**config.mk**
```make
export PLATFORM = sky130hd
export DESIGN_NAME = cmrs_ctrl
export DESIGN_NICKNAME = d
export VERILOG_FILES = /design/src/rtl/cmrs_pkg.sv /design/src/rtl/cmrs_ctrl.sv
export SDC_FILE = /design/constraint.sdc
export NUM_CORES = 1
export LEC_CHECK = 0
export BUFFER_PORTS_ARGS = -buffer_cell sky130_fd_sc_hd__buf_4
export CAP_MARGIN = 20
export CORE_UTILIZATION = 45
export DETAILED_ROUTE_END_ITERATION = 10
export PLACE_DENSITY_LB_ADDON = 0.1
export SLEW_MARGIN = 30
export SYNTH_ARGS = -nofsm -noshare
export SYNTH_HDL_FRONTEND = slang
export SYNTH_SLANG_ARGS = --single-unit
```
**constraint.sdc**
```tcl
create_clock -name clk -period 3.7 [get_ports clk]
set_input_delay 0.74 -clock clk [delete_from_list [all_inputs] [get_ports clk]]
set_output_delay 0.74 -clock clk [all_outputs]
set_load 0.1 [all_outputs]
```
**src/rtl/cmrs_pkg.sv**
```systemverilog
// Package for the cluster statistics block: constants, codes and the
// command/status structs between controller and datapath. No dependencies.
`default_nettype none
package cmrs_pkg;

  localparam int MAX_CLUSTERS_DEF = 256;
  localparam int MAX_FEATURES_DEF = 8;
  localparam int COUNT_BITS_DEF   = 16;
  localparam int NUM_VALUE_PORTS  = 8;
  localparam int VAL_W            = 32;
  localparam int SUM_W            = 48;
  localparam int CFG_IDX_W        = 1;
  localparam int CFG_DATA_W       = 9;

  localparam logic [1:0] ACT_ADD  = 2'd0;
  localparam logic [1:0] ACT_QCL  = 2'd1;
  localparam logic [1:0] ACT_QSUM = 2'd2;
  localparam logic [1:0] ACT_CLR  = 2'd3;

  localparam logic [1:0] ST_OK    = 2'd0;
  localparam logic [1:0] ST_EMPTY = 2'd1;
  localparam logic [1:0] ST_OOR   = 2'd2;

  localparam logic [CFG_IDX_W-1:0] CFG_NC = 1'b0;
  localparam logic [CFG_IDX_W-1:0] CFG_NF = 1'b1;

  localparam logic [1:0] DIV_CEN = 2'd0;
  localparam logic [1:0] DIV_AVM = 2'd1;
  localparam logic [1:0] DIV_AVS = 2'd2;

  localparam logic [1:0] OUT_ERR = 2'd0;
  localparam logic [1:0] OUT_CLU = 2'd1;
  localparam logic [1:0] OUT_SUM = 2'd2;

  typedef struct packed {
    logic       cap;
    logic       clr_rst;
    logic       clr_wr;
    logic       cnt_ld;
    logic       cnt_wr;
    logic       add_wr;
    logic       j_inc;
    logic       i_clr;
    logic       i_inc;
    logic       acc_clr;
    logic       acc_add;
    logic       div_start;
    logic [1:0] div_op;
    logic       out_load;
    logic [1:0] out_kind;
  } cmrs_cmd_t;

  typedef struct packed {
    logic [1:0] act;
    logic       oor;
    logic       cnt_zero;
    logic       cnt_sat;
    logic       lane_last;
    logic       j_last;
    logic       i_last;
    logic       div_done;
    logic       clr_last;
  } cmrs_sts_t;

endpackage
`default_nettype wire

```
**src/rtl/cmrs_ctrl.sv**
```systemverilog
// Controller state machine: sequences adds, queries, clears and the
// post-reset sweep. Depends on cmrs_pkg.
`default_nettype none
module cmrs_ctrl (
  input  wire logic                clk,
  input  wire logic                rst_n,
  input  wire logic                in_valid,
  output logic                     in_ready,
  output logic                     out_valid,
  input  wire logic                out_ready,
  input  wire cmrs_pkg::cmrs_sts_t sts,
  output cmrs_pkg::cmrs_cmd_t      cmd
);
  import cmrs_pkg::*;

  localparam logic [4:0] S_CLR  = 5'd0;
  localparam logic [4:0] S_IDLE = 5'd1;
  localparam logic [4:0] S_DISP = 5'd2;
  localparam logic [4:0] S_CHK  = 5'd3;
  localparam logic [4:0] S_ADDW = 5'd4;
  localparam logic [4:0] S_ADDG = 5'd5;
  localparam logic [4:0] S_QRD  = 5'd6;
  localparam logic [4:0] S_QDIV = 5'd7;
  localparam logic [4:0] S_QLD  = 5'd8;
  localparam logic [4:0] S_QOUT = 5'd9;
  localparam logic [4:0] S_QGAP = 5'd10;
  localparam logic [4:0] S_ELD  = 5'd11;
  localparam logic [4:0] S_EOUT = 5'd12;
  localparam logic [4:0] S_SJ   = 5'd13;
  localparam logic [4:0] S_SGAP = 5'd14;
  localparam logic [4:0] S_SI   = 5'd15;
  localparam logic [4:0] S_SDIV = 5'd16;
  localparam logic [4:0] S_SACC = 5'd17;
  localparam logic [4:0] S_SAVG = 5'd18;
  localparam logic [4:0] S_SAD1 = 5'd19;
  localparam logic [4:0] S_SAD2 = 5'd20;
  localparam logic [4:0] S_SLD  = 5'd21;
  localparam logic [4:0] S_SOUT = 5'd22;

  logic [4:0] state_r, state_nxt;

  always_ff @(posedge clk) begin
    if (!rst_n) begin
      state_r <= S_CLR;
    end else begin
      state_r <= state_nxt;
    end
  end

  always_comb begin
    state_nxt = state_r;
    cmd       = '0;
    in_ready  = 1'b0;
    out_valid = 1'b0;
    case (state_r)
      S_CLR: begin
        cmd.clr_wr = 1'b1;
        if (sts.clr_last) state_nxt = S_IDLE;
      end
      S_IDLE: begin
        in_ready = 1'b1;
        if (in_valid) begin
          cmd.cap   = 1'b1;
          state_nxt = S_DISP;
        end
      end
      S_DISP: begin
        case (sts.act)
          ACT_ADD, ACT_QCL: state_nxt = S_CHK;
          ACT_QSUM:         state_nxt = S_SJ;
          default: begin
            cmd.clr_rst = 1'b1;
            state_nxt   = S_CLR;
          end
        endcase
      end
      S_CHK: begin
        cmd.cnt_ld = 1'b1;
        if (sts.act == ACT_ADD) begin
          if (sts.oor || sts.cnt_sat) begin
            state_nxt = S_IDLE;
          end else begin
            cmd.cnt_wr = 1'b1;
            state_nxt  = S_ADDW;
          end
        end else if (sts.oor || sts.cnt_zero) begin
          cmd.out_load = 1'b1;
          cmd.out_kind = OUT_ERR;
          state_nxt    = S_EOUT;
        end else begin
          state_nxt = S_QRD;
        end
      end
      S_ADDW: begin
        cmd.add_wr = 1'b1;
        if (sts.lane_last) begin
          state_nxt = S_IDLE;
        end else begin
          cmd.j_inc = 1'b1;
          state_nxt = S_ADDG;
        end
      end
      S_ADDG: state_nxt = S_ADDW;
      S_QRD: begin
        cmd.div_start = 1'b1;
        cmd.div_op    = DIV_CEN;
        state_nxt     = S_QDIV;
      end
      S_QDIV: begin
        if (sts.div_done) state_nxt = S_QLD;
      end
      S_QLD: begin
        cmd.out_load = 1'b1;
        cmd.out_kind = OUT_CLU;
        state_nxt    = S_QOUT;
      end
      S_QOUT: begin
        out_valid = 1'b1;
        if (out_ready) begin
          if (sts.j_last) begin
            state_nxt = S_IDLE;
          end else begin
            cmd.j_inc = 1'b1;
            state_nxt = S_QGAP;
          end
        end
      end
      S_QGAP: state_nxt = S_QRD;
      S_ELD: begin
        cmd.out_load = 1'b1;
        cmd.out_kind = OUT_ERR;
        state_nxt    = S_EOUT;
      end
      S_EOUT: begin
        out_valid = 1'b1;
        if (out_ready) begin
          if (sts.j_last) begin
            state_nxt = S_IDLE;
          end else begin
            cmd.j_inc = 1'b1;
            state_nxt = S_ELD;
          end
        end
      end
      S_SJ: begin
        cmd.i_clr   = 1'b1;
        cmd.acc_clr = 1'b1;
        state_nxt   = S_SGAP;
      end
      S_SGAP: state_nxt = S_SI;
      S_SI: begin
        if (sts.cnt_zero) begin
          if (sts.i_last) begin
            state_nxt = S_SAVG;
          end else begin
            cmd.i_inc = 1'b1;
            state_nxt = S_SGAP;
          end
        end else begin
          cmd.div_start = 1'b1;
          cmd.div_op    = DIV_CEN;
          state_nxt     = S_SDIV;
        end
      end
      S_SDIV: begin
        if (sts.div_done) state_nxt = S_SACC;
      end
      S_SACC: begin
        cmd.acc_add = 1'b1;
        if (sts.i_last) begin
          state_nxt = S_SAVG;
        end else begin
          cmd.i_inc = 1'b1;
          state_nxt = S_SGAP;
        end
      end
      S_SAVG: begin
        cmd.div_start = 1'b1;
        cmd.div_op    = DIV_AVM;
        state_nxt     = S_SAD1;
      end
      S_SAD1: begin
        if (sts.div_done) begin
          cmd.div_start = 1'b1;
          cmd.div_op    = DIV_AVS;
          state_nxt     = S_SAD2;
        end
      end
      S_SAD2: begin
        if (sts.div_done) state_nxt = S_SLD;
      end
      S_SLD: begin
        cmd.out_load = 1'b1;
        cmd.out_kind = OUT_SUM;
        state_nxt    = S_SOUT;
      end
      S_SOUT: begin
        out_valid = 1'b1;
        if (out_ready) begin
          if (sts.j_last) begin
            state_nxt = S_IDLE;
          end else begin
            cmd.j_inc = 1'b1;
            state_nxt = S_SJ;
          end
        end
      end
      default: state_nxt = S_CLR;
    endcase
  end
endmodule
`default_nettype wire

```
==> flow_summary.yaml, run 1 <==
place:
  dp_cells: 177
  port_buffers: 32
  hpwl_mm: 2.01
  place_area_sq_mm: 0.00110
  gp_congestion: 0.903
sta:
  tightestPinTransition_ps: 867
  tns_ps: 0
  skew_ps: 0.412
  fmax_ghz: 0.332
  rsz0062_at_grt: "false"
  maxSlewHeadroom: 0.421
  whs_ps: 801
  drv_slew: 0
  min_period_over_period: 0.814
  fin_crit_ps: 3010
  setup_viol: 0
  hold_viol: 0
drt:
  initialDrtViolationCount: 72
  first_pass_iters: 5
  route.detailed.drc: 0
  dr_total_vias: 1123
  postRouteAntennaNets: 0
  vias_per_cell: 6.20
  wirelength_mm: 2.73
  wl_per_cell_microns: 15.1
power:
  combinationalPowerShare: 0.699
  p_clk_frac: 0.104
  p_seq_frac: 0.197
  power_mw: 0.638
  vdd_ir_drop_max_mv: 0.560
  power.switching_mw: 0.401
  power.internal_mw: 0.237
  power_density_mw_per_mm2: 568
  swShare: 0.629
  p_leak_nw: 0.446
floorplanning:
  rows: 15
  initial_core_util: 0.491
  die_area_sq_mm: 0.00211
  die_h_microns: 45.9
  coreArea_sq_mm: 0.00176
  die_w_microns: 45.9
  pin_count: 33
critical_path:
  path_max_fanout: 21
  start_kind: "register"
  critPathArrivalTime_ps: 2270
  cpPeakStageDelay_ps: 820
  worstSetupEndpointType: "output pin"
  crit_buf_inv: 2
  critPathSlowestCell: "dfxtp_1"
  rrSetupSlack_ps: 1580
  cp_top_family: "flip-flops"
  path_class: "reg2out"
  crit_required_ps: 2960
  path_cells: "or3b_4 > o32a_1 > inv_1 > a32o_1 > buf_4"
clocking:
  holdBufCountCts: 0
  cts.sinks: 5
  cts-root-buf: "clkbuf_4"
  post_cts_resized: 0
  htreeDepth: 1
  cts-buffers-inserted: 3
  cts_buffer_depth: 2
  cts.clk_slew.worst_paths_ps: 50
  cts_setup_buffers: 0
  clk_latency_ps: 250
  tritoncts: "yes"
global_routing:
  grt_max_degree: 25
  grt_usage: 0.280
  grt_pass1_vias: 921
  antenna_found_initial: 0
  grt_overflow: 0
  grt_pass1_wl_mm: 4.31
logic_synthesis:
  yosys-top-cells-area: "dfxtp_1 (12%), nand2_1 (5.2%), nor2_1 (5.2%), o21ai_0 (4.6%), o22ai_1 (4.3%)"
  yosysSeqAreaShare: 0.115
  yosys_warnings: 0
  netlist_instances: 131
  synthDistinctLibCells: 48
  synth_edf_count: 0
  synth_top_area_frac: 0.115
  syn_avg_cell_area_sq_um: 6.62
  synth_common_cells: "nand2_1 (12), nor2_1 (12), o21ai_0 (8)"
  synthArstFlopShare: 0
  synth_area_sq_um: 867
  ys_ff_latch: 5
  synth_ff_type: "dfxtp_1"
  synth_fp_nets: 145
  yosysTopAreaCell: "dfxtp_1"
cells_and_area:
  reg_top3: "state_r: 5 flops"
  num-fill-cells: 178
  nNetsFinal: 171
  n_antenna_cell: 0
  fin_cells: 181
  regArea_sq_um: 100
  drive_above_1_share: 0.321
  multiInputGateArea_sq_um: 683
  largest_reg_flops: 5
  final_area_sq_mm: 0.00112
  area_growth_pct: 29.4
  regMostFlops: "state_r"
run:
  drv_cap: 0
run_status:
  status: "finished clean"
hold_path:
  hold_class: "reg2reg"
[routing by layer]
layer / vias to the layer above / part of all wire / GRT usage
met3: 6 / 0.079 / 0.0397
met1: 509 / 0.43 / 0.409
li1: 543 / - / -
met4: 0 / 0.018 / 0.112
met2: 65 / 0.48 / 0.403
met5: - / 0 / 0
[cells in the final DEF (no fill, tap or decap), drive strengths merged, types with 2 or more instances in the layout]
master / synthesis / final
a211oi: 3 / 3
a21oi: 4 / 4
a31oi: 4 / 4
and3: 2 / 2
buf: 10 / 33
clkbuf: 2 / 4
dfxtp: 5 / 5
inv: 9 / 9
nand2: 13 / 13
nand2b: 2 / 2
nand3: 2 / 2
nand3b: 2 / 2
nor2: 12 / 12
nor2b: 2 / 2
nor3: 7 / 7
nor3b: 3 / 3
nor4: 5 / 5
o21ai: 8 / 8
o221ai: 3 / 3
o22ai: 6 / 6
o32ai: 2 / 2
or2: 5 / 5
or3: 2 / 2
xnor2: 2 / 2
[path summary, 6_finish.rpt]
kind,from,cells after the start,end
max,state_r[4]$_SDFFE_PN0P_,5,cmd[10]
min,state_r[3]$_SDFFE_PN0P_,3,state_r[3]$_SDFFE_PN0P_
max reg2reg,state_r[4]$_SDFFE_PN0P_,5,state_r[1]$_SDFFE_PN0P_
min reg2reg,state_r[3]$_SDFFE_PN0P_,3,state_r[3]$_SDFFE_PN0P_
[logic make-up after synthesis]
group	count (synthesis)	synth area share
AO/OA/AOI/OAI	40	0.333
XOR/XNOR	3	0.0303
buffers and inverters	21	0.124
flip-flops	5	0.115
multiplexers	1	0.0115
AND/OR/NAND/NOR	61	0.385
[power groups by stage]
stage	Combinational [mW]	Sequential, mW	Clock [mW]
3_5_place_dp	0.443	0.124	0
6_report	0.446	0.125	0.0665
3_3_place_gp	0.440	0.124	0
2_1_floorplan	0.407	0.0737	0
4_1_cts	0.445	0.124	0.0663
5_1_grt	0.466	0.132	0.0733
[per-stage QoR]
step                 util  worst slack, ps
CTS                 0.636              722
floorplan               -              101
detailed placement  0.621              992
global route        0.636              596
finish              0.636              687
global placement    0.621             1050
[worst reg2reg max path, delay by kind of cell (launching register included)]
| kind | cells | cell delay [ps] |
|---|---|---|
| compound gates | 3 | 500 |
| flops | 1 | 820 |
| simple gates | 2 | 660 |
[cell type report]
| cell class | instances | share of cell area |
|---|---|---|
| sequential | 5 | 0.0892 |
| timing repair buffer | 33 | 0.221 |
| tap | 25 | 0.0279 |
| multi-input combinational | 105 | 0.609 |
| inverter | 9 | 0.0301 |
| clock buffer | 4 | 0.0234 |
Note: power is estimated with default switching activity, not from simulation.
==> run 2: changes to the inputs <==
==> constraint.sdc (replaced) <==
create_clock -name clk -period 3.15 [get_ports clk]
set_input_delay 0.63 -clock clk [delete_from_list [all_inputs] [get_ports clk]]
set_output_delay 0.63 -clock clk [all_outputs]
set_load 0.1 [all_outputs]
==> flow_summary.yaml, run 2 (synthesis gave the netlist of run 1 again) <==
sta:
  tns_ps: 0
  fmax_ghz: 0.370
  drv_slew: 0
  skew_ps: 6.45
  fin_crit_ps: 2700
  min_period_over_period: 0.857
  setup_viol: 0
  maxSlewHeadroom: 0.661
  setup_ws_ps: 449
  rsz0062_at_grt: "false"
  tightestPinTransition_ps: 507
  hold_viol: 0
cells_and_area:
  regMostFlops: "state_r"
  area_growth_pct: 35.1
  final_common_cell: "buf_4"
  reg_top3: "state_r: 5 flops"
  num-fill-cells: 179
  final_cell_mix: "buf_4 (37), nand2_1 (12), nor2_1 (12), o21ai_0 (8), inv_1 (7)"
  largest_reg_flops: 5
  n_antenna_cell: 0
  nNetsFinal: 175
  fin_util: 0.664
  drive_above_1_share: 0.350
critical_path:
  critPathArrivalTime_ps: 2070
  crit_required_ps: 2520
  path_class: "reg2out"
  path_max_fanout: 15
  worstSetupEndpointType: "output pin"
  r2r_cells: 5
  rr_endpoint: "state_r[2]$_SDFFE_PN0P_"
  start_kind: "register"
  reg2reg_from: "state_r[4]$_SDFFE_PN0P_"
  rrSetupSlack_ps: 1230
drt:
  dr_total_vias: 1163
  postRouteAntennaNets: 0
  vias_per_cell: 6.29
  initialDrtViolationCount: 75
  first_pass_iters: 4
  route.detailed.drc: 0
  wl_per_cell_microns: 15.2
  wirelength_mm: 2.82
place:
  port_buffers: 32
  hpwl_mm: 2.15
  gp_congestion: 1.03
  place_ws_ps: 709
run:
  drv_cap: 0
clocking:
  tritoncts: "yes"
  clk_latency_ps: 250
  cts_buffer_depth: 2
  htreeDepth: 1
  holdBufCountCts: 0
  cts.clk_slew.worst_paths_ps: 40
  cts-root-buf: "clkbuf_4"
  cts-buffers-inserted: 3
  cts.sinks: 5
  post_cts_resized: 0
  cts_setup_buffers: 0
power:
  power_density_mw_per_mm2: 657
  p_leak_nw: 0.477
  vdd_ir_drop_max_mv: 0.645
run_status:
  status: "finished clean"
floorplanning:
  die_w_microns: 45.9
  die_h_microns: 45.9
  coreArea_sq_mm: 0.00176
  initial_core_util: 0.491
  pin_count: 33
  rows: 15
  die_area_sq_mm: 0.00211
hold_path:
  hold_class: "in2reg"
  min_from: "rst_n"
  hold_path_end: "state_r[4]$_SDFFE_PN0P_"
  hold_depth: 3
global_routing:
  grt_usage: 0.296
  antenna_found_initial: 0
  grt_max_degree: 19
  grt_pass1_wl_mm: 4.53
  grt_pass1_vias: 1013
  grt_overflow: 0
==> run 2: changes by cell type in the layout (fill, tap and decap cells not counted), sizes merged <==
cell / previous run / this run
buf: 33 / 37
==> run 2: worst max-delay path, stage by stage (launching register included) <==
cell,delay [ps]
dfxtp_1,630
or3b_4,450
o32a_1,200
inv_1,90
a32o_1,170
buf_4,290
==> run 2: per-stage QoR <==
stage	hold slack, ps	instance area, sq um	power (mW)	cells
finish	721	1170	0.770	185
detailed placement	791	1140	0.687	181
floorplan	670	910	0.570	131
global route	745	1170	0.813	185
CTS	707	1170	0.766	185
global placement	777	1140	0.683	181
==> run 2: where the power goes <==
part           leakage [nW]  internal, mW  switching [mW]
clock                0.0150        0.0480          0.0282
sequential           0.0406        0.0764          0.0297
combinational         0.421         0.169           0.418
total                 0.477         0.293           0.476
==> run 2: worst max path at each step <==
stage	startpoint	endpoint	slack (ps)	depth (start not counted)
CTS	state_r[4]$_SDFFE_PN0P_	cmd[10]	470	5
floorplan	state_r[1]$_SDFFE_PN0P_	cmd[10]	-340	5
global route	state_r[4]$_SDFFE_PN0P_	cmd[10]	390	5
global placement	sts[8]	cmd[2]	760	6
detailed placement	sts[9]	cmd[2]	710	6
finish	state_r[4]$_SDFFE_PN0P_	cmd[10]	450	5
==> run 2: area by class of cell <==
class | instances | area (sq um) | share of cell area
Multi-Input combinational cell | 105 | 702 | 0.599
Timing Repair Buffer | 37 | 278 | 0.237
Sequential cell | 5 | 100 | 0.0855
Inverter | 9 | 33.8 | 0.0288
Tap cell | 25 | 31.3 | 0.0267
Clock buffer | 4 | 26.3 | 0.0224
==> run 2: routing by layer <==
metal | up-vias | GRT usage | share of wire
met3 | 8 | 0.0754 | 0.12
met5 | - | 0 | 0
met1 | 511 | 0.386 | 0.40
met2 | 92 | 0.468 | 0.45
li1 | 552 | - | -
met4 | 0 | 0.100 | 0.020
